### config.mk
export PLATFORM = sky130hd
export DESIGN_NAME = load_store_address_generator
export DESIGN_NICKNAME = d
export VERILOG_FILES = /design/src/rtl/core/lsag_pkg.sv /design/src/rtl/core/lsag_decode.sv /design/src/rtl/core/lsag_offset.sv /design/src/rtl/core/lsag_address.sv /design/src/rtl/core/load_store_address_generator.sv
export VERILOG_INCLUDE_DIRS = /design/src /design/src/rtl/core
export SDC_FILE = /design/constraint.sdc
export NUM_CORES = 1
export LEC_CHECK = 0
export BUFFER_PORTS_ARGS = -buffer_cell sky130_fd_sc_hd__buf_2
export CORE_ASPECT_RATIO = 1.25
export CORE_MARGIN = 8
export CORE_UTILIZATION = 47
export CTS_CLUSTER_SIZE = 20
export DETAILED_ROUTE_END_ITERATION = 7
export PLACE_DENSITY_LB_ADDON = 0.15
export SLEW_MARGIN = 10
export SYNTH_ARGS = -nofsm -noshare
export SYNTH_HDL_FRONTEND = slang
export SYNTH_SLANG_ARGS = --single-unit
### constraint.sdc
create_clock -name clk -period 12.9 [get_ports clk]
set_input_delay 2.58 -clock clk [delete_from_list [all_inputs] [get_ports clk]]
set_output_delay 2.58 -clock clk [all_outputs]
set_load 0.02 [all_outputs]
### src/rtl/core/load_store_address_generator_defines.svh
// ----------------------------------------------------------------------------
// Load/store address generator assertion macros
// Concurrent assertion wrappers; they expand to nothing in synthesis.
// ----------------------------------------------------------------------------
`ifndef LOAD_STORE_ADDRESS_GENERATOR_DEFINES_SVH
`define LOAD_STORE_ADDRESS_GENERATOR_DEFINES_SVH

`ifndef SYNTHESIS
// Check an implication within the same clock edge
`define LSAG_ASSERT_IMP(lbl, clk, rst_n, ante, cons, msg) \
  lbl: assert property (@(posedge clk) disable iff (!rst_n) (ante) |-> (cons)) \
    else $error(msg);
// Check an implication at the following clock edge
`define LSAG_ASSERT_NEXT(lbl, clk, rst_n, ante, cons, msg) \
  lbl: assert property (@(posedge clk) disable iff (!rst_n) (ante) |=> (cons)) \
    else $error(msg);
`else
`define LSAG_ASSERT_IMP(lbl, clk, rst_n, ante, cons, msg)
`define LSAG_ASSERT_NEXT(lbl, clk, rst_n, ante, cons, msg)
`endif

`endif

### src/rtl/core/lsag_pkg.sv
// ----------------------------------------------------------------------------
// Load/store address generator package
// Codes, stage payload types and constants shared by the pipeline stages.
// ----------------------------------------------------------------------------
package lsag_pkg;

  localparam int IN_W  = 104;
  localparam int OUT_W = 112;

  localparam logic [31:0] MULTI_STEP = 32'd4;
  localparam logic [3:0]  RD_LR      = 4'd14;

  typedef enum logic [3:0] {
    CC_EQ, CC_NE, CC_CS, CC_CC, CC_MI, CC_PL, CC_VS, CC_VC,
    CC_HI, CC_LS, CC_GE, CC_LT, CC_GT, CC_LE, CC_AL, CC_NV
  } cond_t;

  typedef enum logic [2:0] {
    CLS_MISC, CLS_DP_IMM, CLS_IMM, CLS_REG,
    CLS_MULTI, CLS_BRANCH, CLS_COPROC, CLS_SWI
  } class_t;

  typedef enum logic [1:0] {
    K_SINGLE, K_MULTI, K_UNDEF
  } kind_t;

  typedef enum logic [1:0] {
    SH_LSL, SH_LSR, SH_ASR, SH_ROR
  } shift_t;

  typedef enum logic [2:0] {
    SZ_WORD, SZ_BYTE, SZ_HALF, SZ_DWORD, SZ_MULTI
  } size_t;

  typedef enum logic [1:0] {
    ST_OK, ST_UNDEF, ST_UNPRED
  } status_t;

  // Decode stage payload
  typedef struct packed {
    logic        pass;
    kind_t       kind;
    logic        p;
    logic        u;
    logic        w;
    size_t       size;
    logic        load;
    logic [4:0]  cnt;
    logic        dword;
    logic        rd_bad;
    logic        use_imm;
    logic [11:0] imm;
    logic [4:0]  amt;
    shift_t      stype;
    logic        carry;
    logic [31:0] rn;
    logic [31:0] rm;
  } dec_t;

  // Offset stage payload: signed offsets added to the base in the last stage
  typedef struct packed {
    logic        pass;
    logic        undef;
    logic        wb_pre;
    size_t       size;
    logic        load;
    logic [4:0]  cnt;
    logic        dword;
    logic        rd_bad;
    logic [31:0] rn;
    logic [31:0] a_off;
    logic [31:0] nb_off;
    logic [31:0] e_off;
  } off_t;

  // Result payload
  typedef struct packed {
    status_t     status;
    logic [4:0]  cnt;
    logic        load;
    size_t       size;
    logic        wb;
    logic [31:0] nb;
    logic [31:0] end_addr;
    logic [31:0] addr;
    logic        pass;
  } res_t;

endpackage

### src/rtl/core/lsag_decode.sv
// ----------------------------------------------------------------------------
// Load/store address generator decode stage
// Evaluates the condition, classifies the encoding and counts the register
// list, then registers the decoded transaction.
// ----------------------------------------------------------------------------
module lsag_decode
  import lsag_pkg::*;
(
  input  logic        clk,
  input  logic        rst_n,
  input  logic        valid_in,
  output logic        ready_in,
  input  logic [31:0] instruction,
  input  logic [31:0] base_value,
  input  logic [31:0] offset_value,
  input  logic [3:0]  nzcv_flags,
  output logic        valid_r,
  input  logic        ready_out,
  output dec_t        dec_r
);

  dec_t       dec_nxt;
  logic       pass;
  logic [4:0] pop;
  logic       fn, fz, fc, fv;

  assign fn = nzcv_flags[3];
  assign fz = nzcv_flags[2];
  assign fc = nzcv_flags[1];
  assign fv = nzcv_flags[0];

  // Count set bits of a nibble
  function automatic logic [2:0] pop4(input logic [3:0] x);
    logic [2:0] k;
    k = 3'd0;
    for (int i = 0; i < 4; i++) begin
      k = k + 3'(x[i]);
    end
    return k;
  endfunction

  // Count the register list as four nibble counts
  assign pop = 5'(pop4(instruction[3:0])) + 5'(pop4(instruction[7:4]))
             + 5'(pop4(instruction[11:8])) + 5'(pop4(instruction[15:12]));

  // Evaluate the condition field
  always_comb begin
    unique case (cond_t'(instruction[31:28]))
      CC_EQ:   pass = fz;
      CC_NE:   pass = !fz;
      CC_CS:   pass = fc;
      CC_CC:   pass = !fc;
      CC_MI:   pass = fn;
      CC_PL:   pass = !fn;
      CC_VS:   pass = fv;
      CC_VC:   pass = !fv;
      CC_HI:   pass = fc && !fz;
      CC_LS:   pass = !fc || fz;
      CC_GE:   pass = (fn == fv);
      CC_LT:   pass = (fn != fv);
      CC_GT:   pass = !fz && (fn == fv);
      CC_LE:   pass = fz || (fn != fv);
      CC_AL:   pass = 1'b1;
      default: pass = 1'b0;
    endcase
  end

  // Classify the encoding
  always_comb begin
    dec_nxt         = '0;
    dec_nxt.pass    = pass;
    dec_nxt.kind    = K_UNDEF;
    dec_nxt.p       = instruction[24];
    dec_nxt.u       = instruction[23];
    dec_nxt.w       = instruction[21];
    dec_nxt.size    = SZ_WORD;
    dec_nxt.load    = instruction[20];
    dec_nxt.cnt     = 5'd0;
    dec_nxt.rd_bad  = instruction[12] || (instruction[15:12] == RD_LR);
    dec_nxt.use_imm = 1'b1;
    dec_nxt.stype   = SH_LSL;
    dec_nxt.carry   = fc;
    dec_nxt.rn      = base_value;
    dec_nxt.rm      = offset_value;
    unique case (class_t'(instruction[27:25]))
      CLS_IMM: begin
        dec_nxt.kind = K_SINGLE;
        dec_nxt.imm  = instruction[11:0];
        dec_nxt.size = instruction[22] ? SZ_BYTE : SZ_WORD;
        dec_nxt.cnt  = 5'd1;
      end
      CLS_REG: begin
        if (!instruction[4]) begin
          dec_nxt.kind    = K_SINGLE;
          dec_nxt.use_imm = 1'b0;
          dec_nxt.amt     = instruction[11:7];
          dec_nxt.stype   = shift_t'(instruction[6:5]);
          dec_nxt.size    = instruction[22] ? SZ_BYTE : SZ_WORD;
          dec_nxt.cnt     = 5'd1;
        end
      end
      CLS_MISC: begin
        if (instruction[7] && instruction[4] && (instruction[6:5] != 2'd0)) begin
          dec_nxt.kind    = K_SINGLE;
          dec_nxt.use_imm = instruction[22];
          dec_nxt.imm     = {4'd0, instruction[11:8], instruction[3:0]};
          dec_nxt.cnt     = 5'd1;
          if (instruction[20]) begin
            dec_nxt.size = (instruction[6:5] == 2'd2) ? SZ_BYTE : SZ_HALF;
          end else if (instruction[6:5] == 2'd1) begin
            dec_nxt.size = SZ_HALF;
          end else begin
            // Doubleword: signed-byte slot loads, signed-halfword slot stores
            dec_nxt.size  = SZ_DWORD;
            dec_nxt.cnt   = 5'd2;
            dec_nxt.load  = (instruction[6:5] == 2'd2);
            dec_nxt.dword = 1'b1;
          end
        end
      end
      CLS_MULTI: begin
        dec_nxt.kind = K_MULTI;
        dec_nxt.size = SZ_MULTI;
        dec_nxt.cnt  = pop;
      end
      default: begin
        dec_nxt.kind = K_UNDEF;
      end
    endcase
  end

  // Advance when the register is empty or its transaction moves on
  assign ready_in = !valid_r || ready_out;

  always_ff @(posedge clk) begin
    if (!rst_n) begin
      valid_r <= 1'b0;
    end else if (ready_in) begin
      valid_r <= valid_in;
    end
  end

  always_ff @(posedge clk) begin
    if (ready_in && valid_in) begin
      dec_r <= dec_nxt;
    end
  end

endmodule

### src/rtl/core/lsag_offset.sv
// ----------------------------------------------------------------------------
// Load/store address generator offset stage
// Applies the scaled register shift and turns the indexing mode into three
// signed offsets from the base: access, end and new base.
// ----------------------------------------------------------------------------
module lsag_offset
  import lsag_pkg::*;
(
  input  logic clk,
  input  logic rst_n,
  input  logic valid_in,
  output logic ready_in,
  input  dec_t dec,
  output logic valid_r,
  input  logic ready_out,
  output off_t off_r
);

  off_t        off_nxt;
  logic [31:0] scaled;
  logic [63:0] rot;
  logic [31:0] offset;
  logic [31:0] moved;
  logic [31:0] bytes;
  logic [31:0] nbytes;

  assign rot = {dec.rm, dec.rm} >> dec.amt;

  // Shift the offset register
  always_comb begin
    case (dec.stype)
      SH_LSL:  scaled = dec.rm << dec.amt;
      SH_LSR:  scaled = (dec.amt == 5'd0) ? 32'd0 : (dec.rm >> dec.amt);
      SH_ASR:  scaled = (dec.amt == 5'd0) ? {32{dec.rm[31]}}
                                          : 32'($signed(dec.rm) >>> dec.amt);
      default: scaled = (dec.amt == 5'd0) ? {dec.carry, dec.rm[31:1]} : rot[31:0];
    endcase
  end

  assign offset = dec.use_imm ? {20'd0, dec.imm} : scaled;
  assign moved  = dec.u ? offset : (~offset + 32'd1);
  assign bytes  = {25'd0, dec.cnt, 2'b00};
  assign nbytes = ~bytes + 32'd1;

  // Build offsets per addressing mode
  always_comb begin
    off_nxt        = '0;
    off_nxt.pass   = dec.pass;
    off_nxt.size   = dec.size;
    off_nxt.load   = dec.load;
    off_nxt.cnt    = dec.cnt;
    off_nxt.dword  = dec.dword;
    off_nxt.rd_bad = dec.rd_bad;
    off_nxt.rn     = dec.rn;
    case (dec.kind)
      K_SINGLE: begin
        off_nxt.a_off  = dec.p ? moved : 32'd0;
        off_nxt.nb_off = moved;
        off_nxt.e_off  = dec.p ? moved : 32'd0;
        off_nxt.wb_pre = dec.p ? dec.w : 1'b1;
      end
      K_MULTI: begin
        off_nxt.wb_pre = dec.w;
        if (dec.u) begin
          off_nxt.a_off  = dec.p ? MULTI_STEP : 32'd0;
          off_nxt.nb_off = bytes;
          off_nxt.e_off  = dec.p ? bytes : (bytes - MULTI_STEP);
        end else begin
          off_nxt.a_off  = dec.p ? nbytes : (MULTI_STEP - bytes);
          off_nxt.nb_off = nbytes;
          off_nxt.e_off  = dec.p ? (~MULTI_STEP + 32'd1) : 32'd0;
        end
      end
      default: begin
        // Undefined encoding keeps every address at the base
        off_nxt.undef = 1'b1;
        off_nxt.size  = SZ_WORD;
        off_nxt.cnt   = 5'd0;
        off_nxt.dword = 1'b0;
      end
    endcase
  end

  // Advance when the register is empty or its transaction moves on
  assign ready_in = !valid_r || ready_out;

  always_ff @(posedge clk) begin
    if (!rst_n) begin
      valid_r <= 1'b0;
    end else if (ready_in) begin
      valid_r <= valid_in;
    end
  end

  always_ff @(posedge clk) begin
    if (ready_in && valid_in) begin
      off_r <= off_nxt;
    end
  end

endmodule

### src/rtl/core/lsag_address.sv
// ----------------------------------------------------------------------------
// Load/store address generator address stage
// Adds the offsets to the base, checks doubleword alignment and registers
// the finished result for the output channel.
// ----------------------------------------------------------------------------
module lsag_address
  import lsag_pkg::*;
(
  input  logic clk,
  input  logic rst_n,
  input  logic valid_in,
  output logic ready_in,
  input  off_t off,
  output logic valid_r,
  input  logic ready_out,
  output res_t res_r
);

  res_t        res_nxt;
  logic [31:0] addr;
  status_t     status;

  assign addr = off.rn + off.a_off;

  // Classify the outcome
  always_comb begin
    if (off.undef) begin
      status = ST_UNDEF;
    end else if (off.dword && (off.rd_bad || (addr[2:0] != 3'd0))) begin
      status = ST_UNPRED;
    end else begin
      status = ST_OK;
    end
  end

  // Assemble the result
  always_comb begin
    res_nxt.pass     = off.pass;
    res_nxt.addr     = addr;
    res_nxt.end_addr = off.rn + off.e_off;
    res_nxt.nb       = off.rn + off.nb_off;
    res_nxt.wb       = off.wb_pre && off.pass && (status == ST_OK);
    res_nxt.size     = off.size;
    res_nxt.load     = off.load;
    res_nxt.cnt      = off.cnt;
    res_nxt.status   = status;
  end

  // Hold the result until the output transaction completes
  assign ready_in = !valid_r || ready_out;

  always_ff @(posedge clk) begin
    if (!rst_n) begin
      valid_r <= 1'b0;
    end else if (ready_in) begin
      valid_r <= valid_in;
    end
  end

  always_ff @(posedge clk) begin
    if (ready_in && valid_in) begin
      res_r <= res_nxt;
    end
  end

endmodule

### src/rtl/core/load_store_address_generator.sv
// ----------------------------------------------------------------------------
// Load/store address generator
// Decodes one load/store instruction per transaction and returns its
// condition result, addresses, base update, size and transfer count.
// ----------------------------------------------------------------------------
// The block accepts one instruction per clock while in_tready is high and returns
// each result in order through three register stages (decode, offset shift,
// address add), each with its own valid bit.
// A stalled output holds only the stages that are full; empty stages keep
// taking new transactions, so in_tready falls only when all three are full
// and out_tready is low. The block keeps no state between instructions.
`include "load_store_address_generator_defines.svh"

module load_store_address_generator
  import lsag_pkg::*;
(
  input  logic             clk,
  input  logic             rst_n,
  input  logic             in_tvalid,
  output logic             in_tready,
  // instruction[31:0], base_value[63:32], offset_value[95:64],
  // nzcv_flags[99:96], zero[103:100]
  input  logic [IN_W-1:0]  in_tdata,
  output logic             out_tvalid,
  input  logic             out_tready,
  // cond_passed[0], access_address[32:1], last_address[64:33],
  // new_base[96:65], base_writeback[97], access_size[100:98], is_load[101],
  // transfer_count[106:102], status[108:107], zero[111:109]
  output logic [OUT_W-1:0] out_tdata
);

  logic s1_valid, s1_ready;
  logic s2_valid, s2_ready;
  logic s3_ready;
  dec_t s1_dec;
  off_t s2_off;
  res_t s3_res;

  lsag_decode u_decode (
    .clk          (clk),
    .rst_n        (rst_n),
    .valid_in     (in_tvalid),
    .ready_in     (in_tready),
    .instruction  (in_tdata[31:0]),
    .base_value   (in_tdata[63:32]),
    .offset_value (in_tdata[95:64]),
    .nzcv_flags   (in_tdata[99:96]),
    .valid_r      (s1_valid),
    .ready_out    (s1_ready),
    .dec_r        (s1_dec)
  );

  lsag_offset u_offset (
    .clk       (clk),
    .rst_n     (rst_n),
    .valid_in  (s1_valid),
    .ready_in  (s1_ready),
    .dec       (s1_dec),
    .valid_r   (s2_valid),
    .ready_out (s2_ready),
    .off_r     (s2_off)
  );

  lsag_address u_address (
    .clk       (clk),
    .rst_n     (rst_n),
    .valid_in  (s2_valid),
    .ready_in  (s2_ready),
    .off       (s2_off),
    .valid_r   (out_tvalid),
    .ready_out (s3_ready),
    .res_r     (s3_res)
  );

  assign s3_ready = out_tready;

  // Pack the result fields
  assign out_tdata = {3'd0, s3_res.status, s3_res.cnt, s3_res.load, s3_res.size,
                      s3_res.wb, s3_res.nb, s3_res.end_addr, s3_res.addr,
                      s3_res.pass};

  // Assertions
  `LSAG_ASSERT_NEXT(a_accept_fills_s1, clk, rst_n, in_tvalid && in_tready, s1_valid,
    "accepted transaction did not reach the decode stage")
  `LSAG_ASSERT_IMP(a_wb_needs_pass, clk, rst_n, out_tvalid && s3_res.wb,
    s3_res.pass && (s3_res.status == ST_OK), "writeback without pass and ok status")
  `LSAG_ASSERT_IMP(a_undef_at_base, clk, rst_n,
    out_tvalid && (s3_res.status == ST_UNDEF),
    (s3_res.cnt == 5'd0) && (s3_res.addr == s3_res.nb) && (s3_res.addr == s3_res.end_addr),
    "undefined encoding moved the base")
  `LSAG_ASSERT_IMP(a_unpred_is_dword, clk, rst_n,
    out_tvalid && (s3_res.status == ST_UNPRED),
    (s3_res.size == SZ_DWORD) && (s3_res.cnt == 5'd2),
    "unpredictable status on a non-doubleword access")
  `LSAG_ASSERT_IMP(a_single_end, clk, rst_n,
    out_tvalid && (s3_res.size != SZ_MULTI), s3_res.end_addr == s3_res.addr,
    "single transfer end address differs from access address")

endmodule

==> flow_metrics.py <==
metrics = {
    "grt": {
        "grt_max_degree": 141,
        "grt_busiest_layer": "met2",
        "track_usage_pct": 33.2,
        "grt_use_met3_pct": 5.52,
        "use_met2_pct": 56.3,
        "gr-usage-met1_pct": 38.2,
        "antenna_found_initial": 1,
        "grt_pass1_vias": 22039,
        "grt_pass1_wl_mm": 153,
        "grt-ovfl-total": 0,
    },
    "pwr": {
        "ir_drop_v": 0.000117,
        "powerDensity_nw_per_um2": 129,
        "power_mw": 3.67,
        "leakage_nw": 10.7,
    },
    "clocking": {
        "cts_resized": 0,
        "clkTransAtPathRegs_ns": 0.06,
        "cts_sinks": 351,
        "ctsRootBufferMaster": "clkbuf_16",
        "cts_max_path_buffers": 3,
        "cts_hold_buf": 0,
        "cts_setup_buffers": 0,
        "cts_made_buffers": 38,
        "htreeDepth": 2,
        "worstSkewPairLatency_ns": 0.57,
        "cts_tree": "yes",
    },
    "floorplanning": {
        "rows": 95,
        "die_x_um": 224,
        "ios": 222,
        "start_util_pct": 47.5,
        "core_um2": 53700,
        "die_area_um2": 62000,
        "die_y_um": 277,
    },
    "run": {
        "cap_violations": 0,
    },
    "yosys": {
        "yosysMostFrequentCell": "edfxtp_1",
        "async_flop_share_pct": 0,
        "synth_area_um2": 25500,
        "synth_edf_count": 348,
        "yosysWarnings": 0,
        "synth.area.top_cells": "edfxtp_1 (41%), mux4_2 (6.1%), ha_1 (5.4%), mux2i_1 (4.0%), o21ai_0 (3.7%)",
        "synth_ff_type": "edfxtp_1",
        "avgSynthCellArea_um2": 10.4,
        "synth_area_leader_cell": "edfxtp_1",
        "synthTopCellsByCount": "edfxtp_1 (348), o21ai_0 (191), nand2_1 (163), nor2_1 (162), a21oi_1 (143)",
        "synth_seq_area_share_pct": 41.2,
        "synth_top_area_share_pct": 41.0,
        "ys_ff_latch": 351,
        "ys_types": 95,
        "synth_cells": 2450,
    },
    "timing": {
        "finalHoldViolations": 0,
        "setup_viol": 0,
        "tns_ns": 0,
        "slew_headroom_pct": 21.6,
        "min_period_ns": 6.23,
        "timing.final.crit_share_pct": 48.3,
        "max_freq_mhz": 161,
        "slew_viol_final": 0,
        "rsz0062_at_grt": "false",
        "worstMarginPinSlew_ns": 1.17,
        "skew_ns": 0.0239,
    },
    "drt": {
        "viasPerCell": 6.67,
        "num_vias": 22303,
        "wire_per_inst_um": 31.6,
        "first_pass_iters": 5,
        "drc": 0,
        "drt_iter0_markers": 2031,
        "ant_nets": 0,
        "drt-total-wl_mm": 105,
    },
    "worst_setup_path": {
        "critical_path.max_fanout": 6,
        "start_kind": "input pin",
        "critical_path_class": "input pin to output port",
        "setup.worst_path.end_class": "output port",
        "cp.required_ns": 10.32,
        "crit_arrival_ns": 3.65,
    },
    "final_layout": {
        "areaGrowthSynthToFinish_pct": 11.7,
        "drive_gt1_share_pct": 18.6,
        "nets": 2814,
    },
    "min_path": {
        "min_path_type": "flip-flop to flip-flop",
    },
    "placed_design": {
        "gp_congestion": 1.03,
        "io_buffers": 210,
        "dp_hpwl_mm": 79.3,
    },
    "outcome": {
        "status": "completed",
    },
}
-- cells by family after synthesis --
| family | count (synthesis) | share of synthesized area (%) |
|---|---|---|
| simple gates | 674 | 13.2 |
| flops | 351 | 41.2 |
| other cells | 1 | 0.0147 |
| compound gates | 736 | 19.1 |
| fa+ha+maj | 121 | 6.26 |
| buf+inv | 235 | 4.13 |
| mux | 216 | 12.1 |
| xor+xnor | 116 | 3.98 |
-- area by class of cell --
cell class | count | area, um^2
Fill cell | 4836 | 25200
Clock inverter | 26 | 394
Inverter | 68 | 255
Tap cell | 727 | 910
Timing Repair Buffer | 260 | 1450
Clock buffer | 43 | 970
Antenna cell | 1 | 2.50
Sequential cell | 351 | 10500
Multi-Input combinational cell | 1866 | 14000
-- cells in the final DEF, fill, tap and decap left out, types with 36 or more instances in the layout --
cell type / count
nand3_1: 54
nor3_1: 52
clkbuf_16: 38
nand2_1: 163
a31oi_1: 36
xnor2_1: 91
o21ai_0: 190
mux4_2: 69
edfxtp_1: 348
nor2_1: 161
buf_2: 210
nand2b_1: 52
buf_4: 48
inv_1: 64
a21oi_1: 143
mux2i_1: 101
ha_1: 110
mux2_2: 44
and2_1: 38
-- worst max-delay path, cell delays in order --
cell	delay (ns)
buf_2	0.09
nor2b_1	0.58
nand3_1	0.19
buf_2	0.20
-- registers in the layout, summed over array words and instances (netlist names) --
name and count:
u_address.valid_r 1, u_offset.valid_r 1, u_decode.dec_r 101, u_address.res_r 107, u_offset.off_r 140, u_decode.valid_r 1
-- report_power, final --
| group | total, mW | switching, mW | internal (mW) |
|---|---|---|---|
| clock network | 1.17 | 0.459 | 0.710 |
| registers | 1.44 | 0.0775 | 1.37 |
| logic | 1.05 | 0.674 | 0.379 |
-- metrics by stage --
stage	util (%)	hold slack, ns	setup WS [ns]	instance area, um^2	instances
2_1_floorplan	-	0.400	2.96	25500	2452
3_3_place_gp	50.5	0.403	6.74	27100	3271
3_5_place_dp	50.5	0.405	6.68	27100	3271
4_1_cts	53.0	0.419	6.68	28500	3340
5_1_grt	53.1	0.427	6.51	28500	3341
6_report	53.1	0.417	6.67	28500	3342
-- path summary, 6_finish.rpt --
check	from	endpoint	slack, ns	cells past startpoint
max reg2reg	u_decode.dec_r[67]	u_offset.off_r[28]	6.82	13
max	out_tready	in_tready	6.67	4
min	u_decode.dec_r[46]	u_offset.off_r[110]	0.42	0
min reg2reg	u_decode.dec_r[46]	u_offset.off_r[110]	0.42	0
-- routing by layer --
| metal | up-vias | share of wire (%) |
|---|---|---|
| met4 | 0 | 7.8 |
| met1 | 10938 | 36 |
| met3 | 327 | 7.2 |
| met5 | - | 0 |
| li1 | 9752 | - |
| met2 | 1286 | 49 |
No activity file was read; power rests on OpenSTA's default activity.
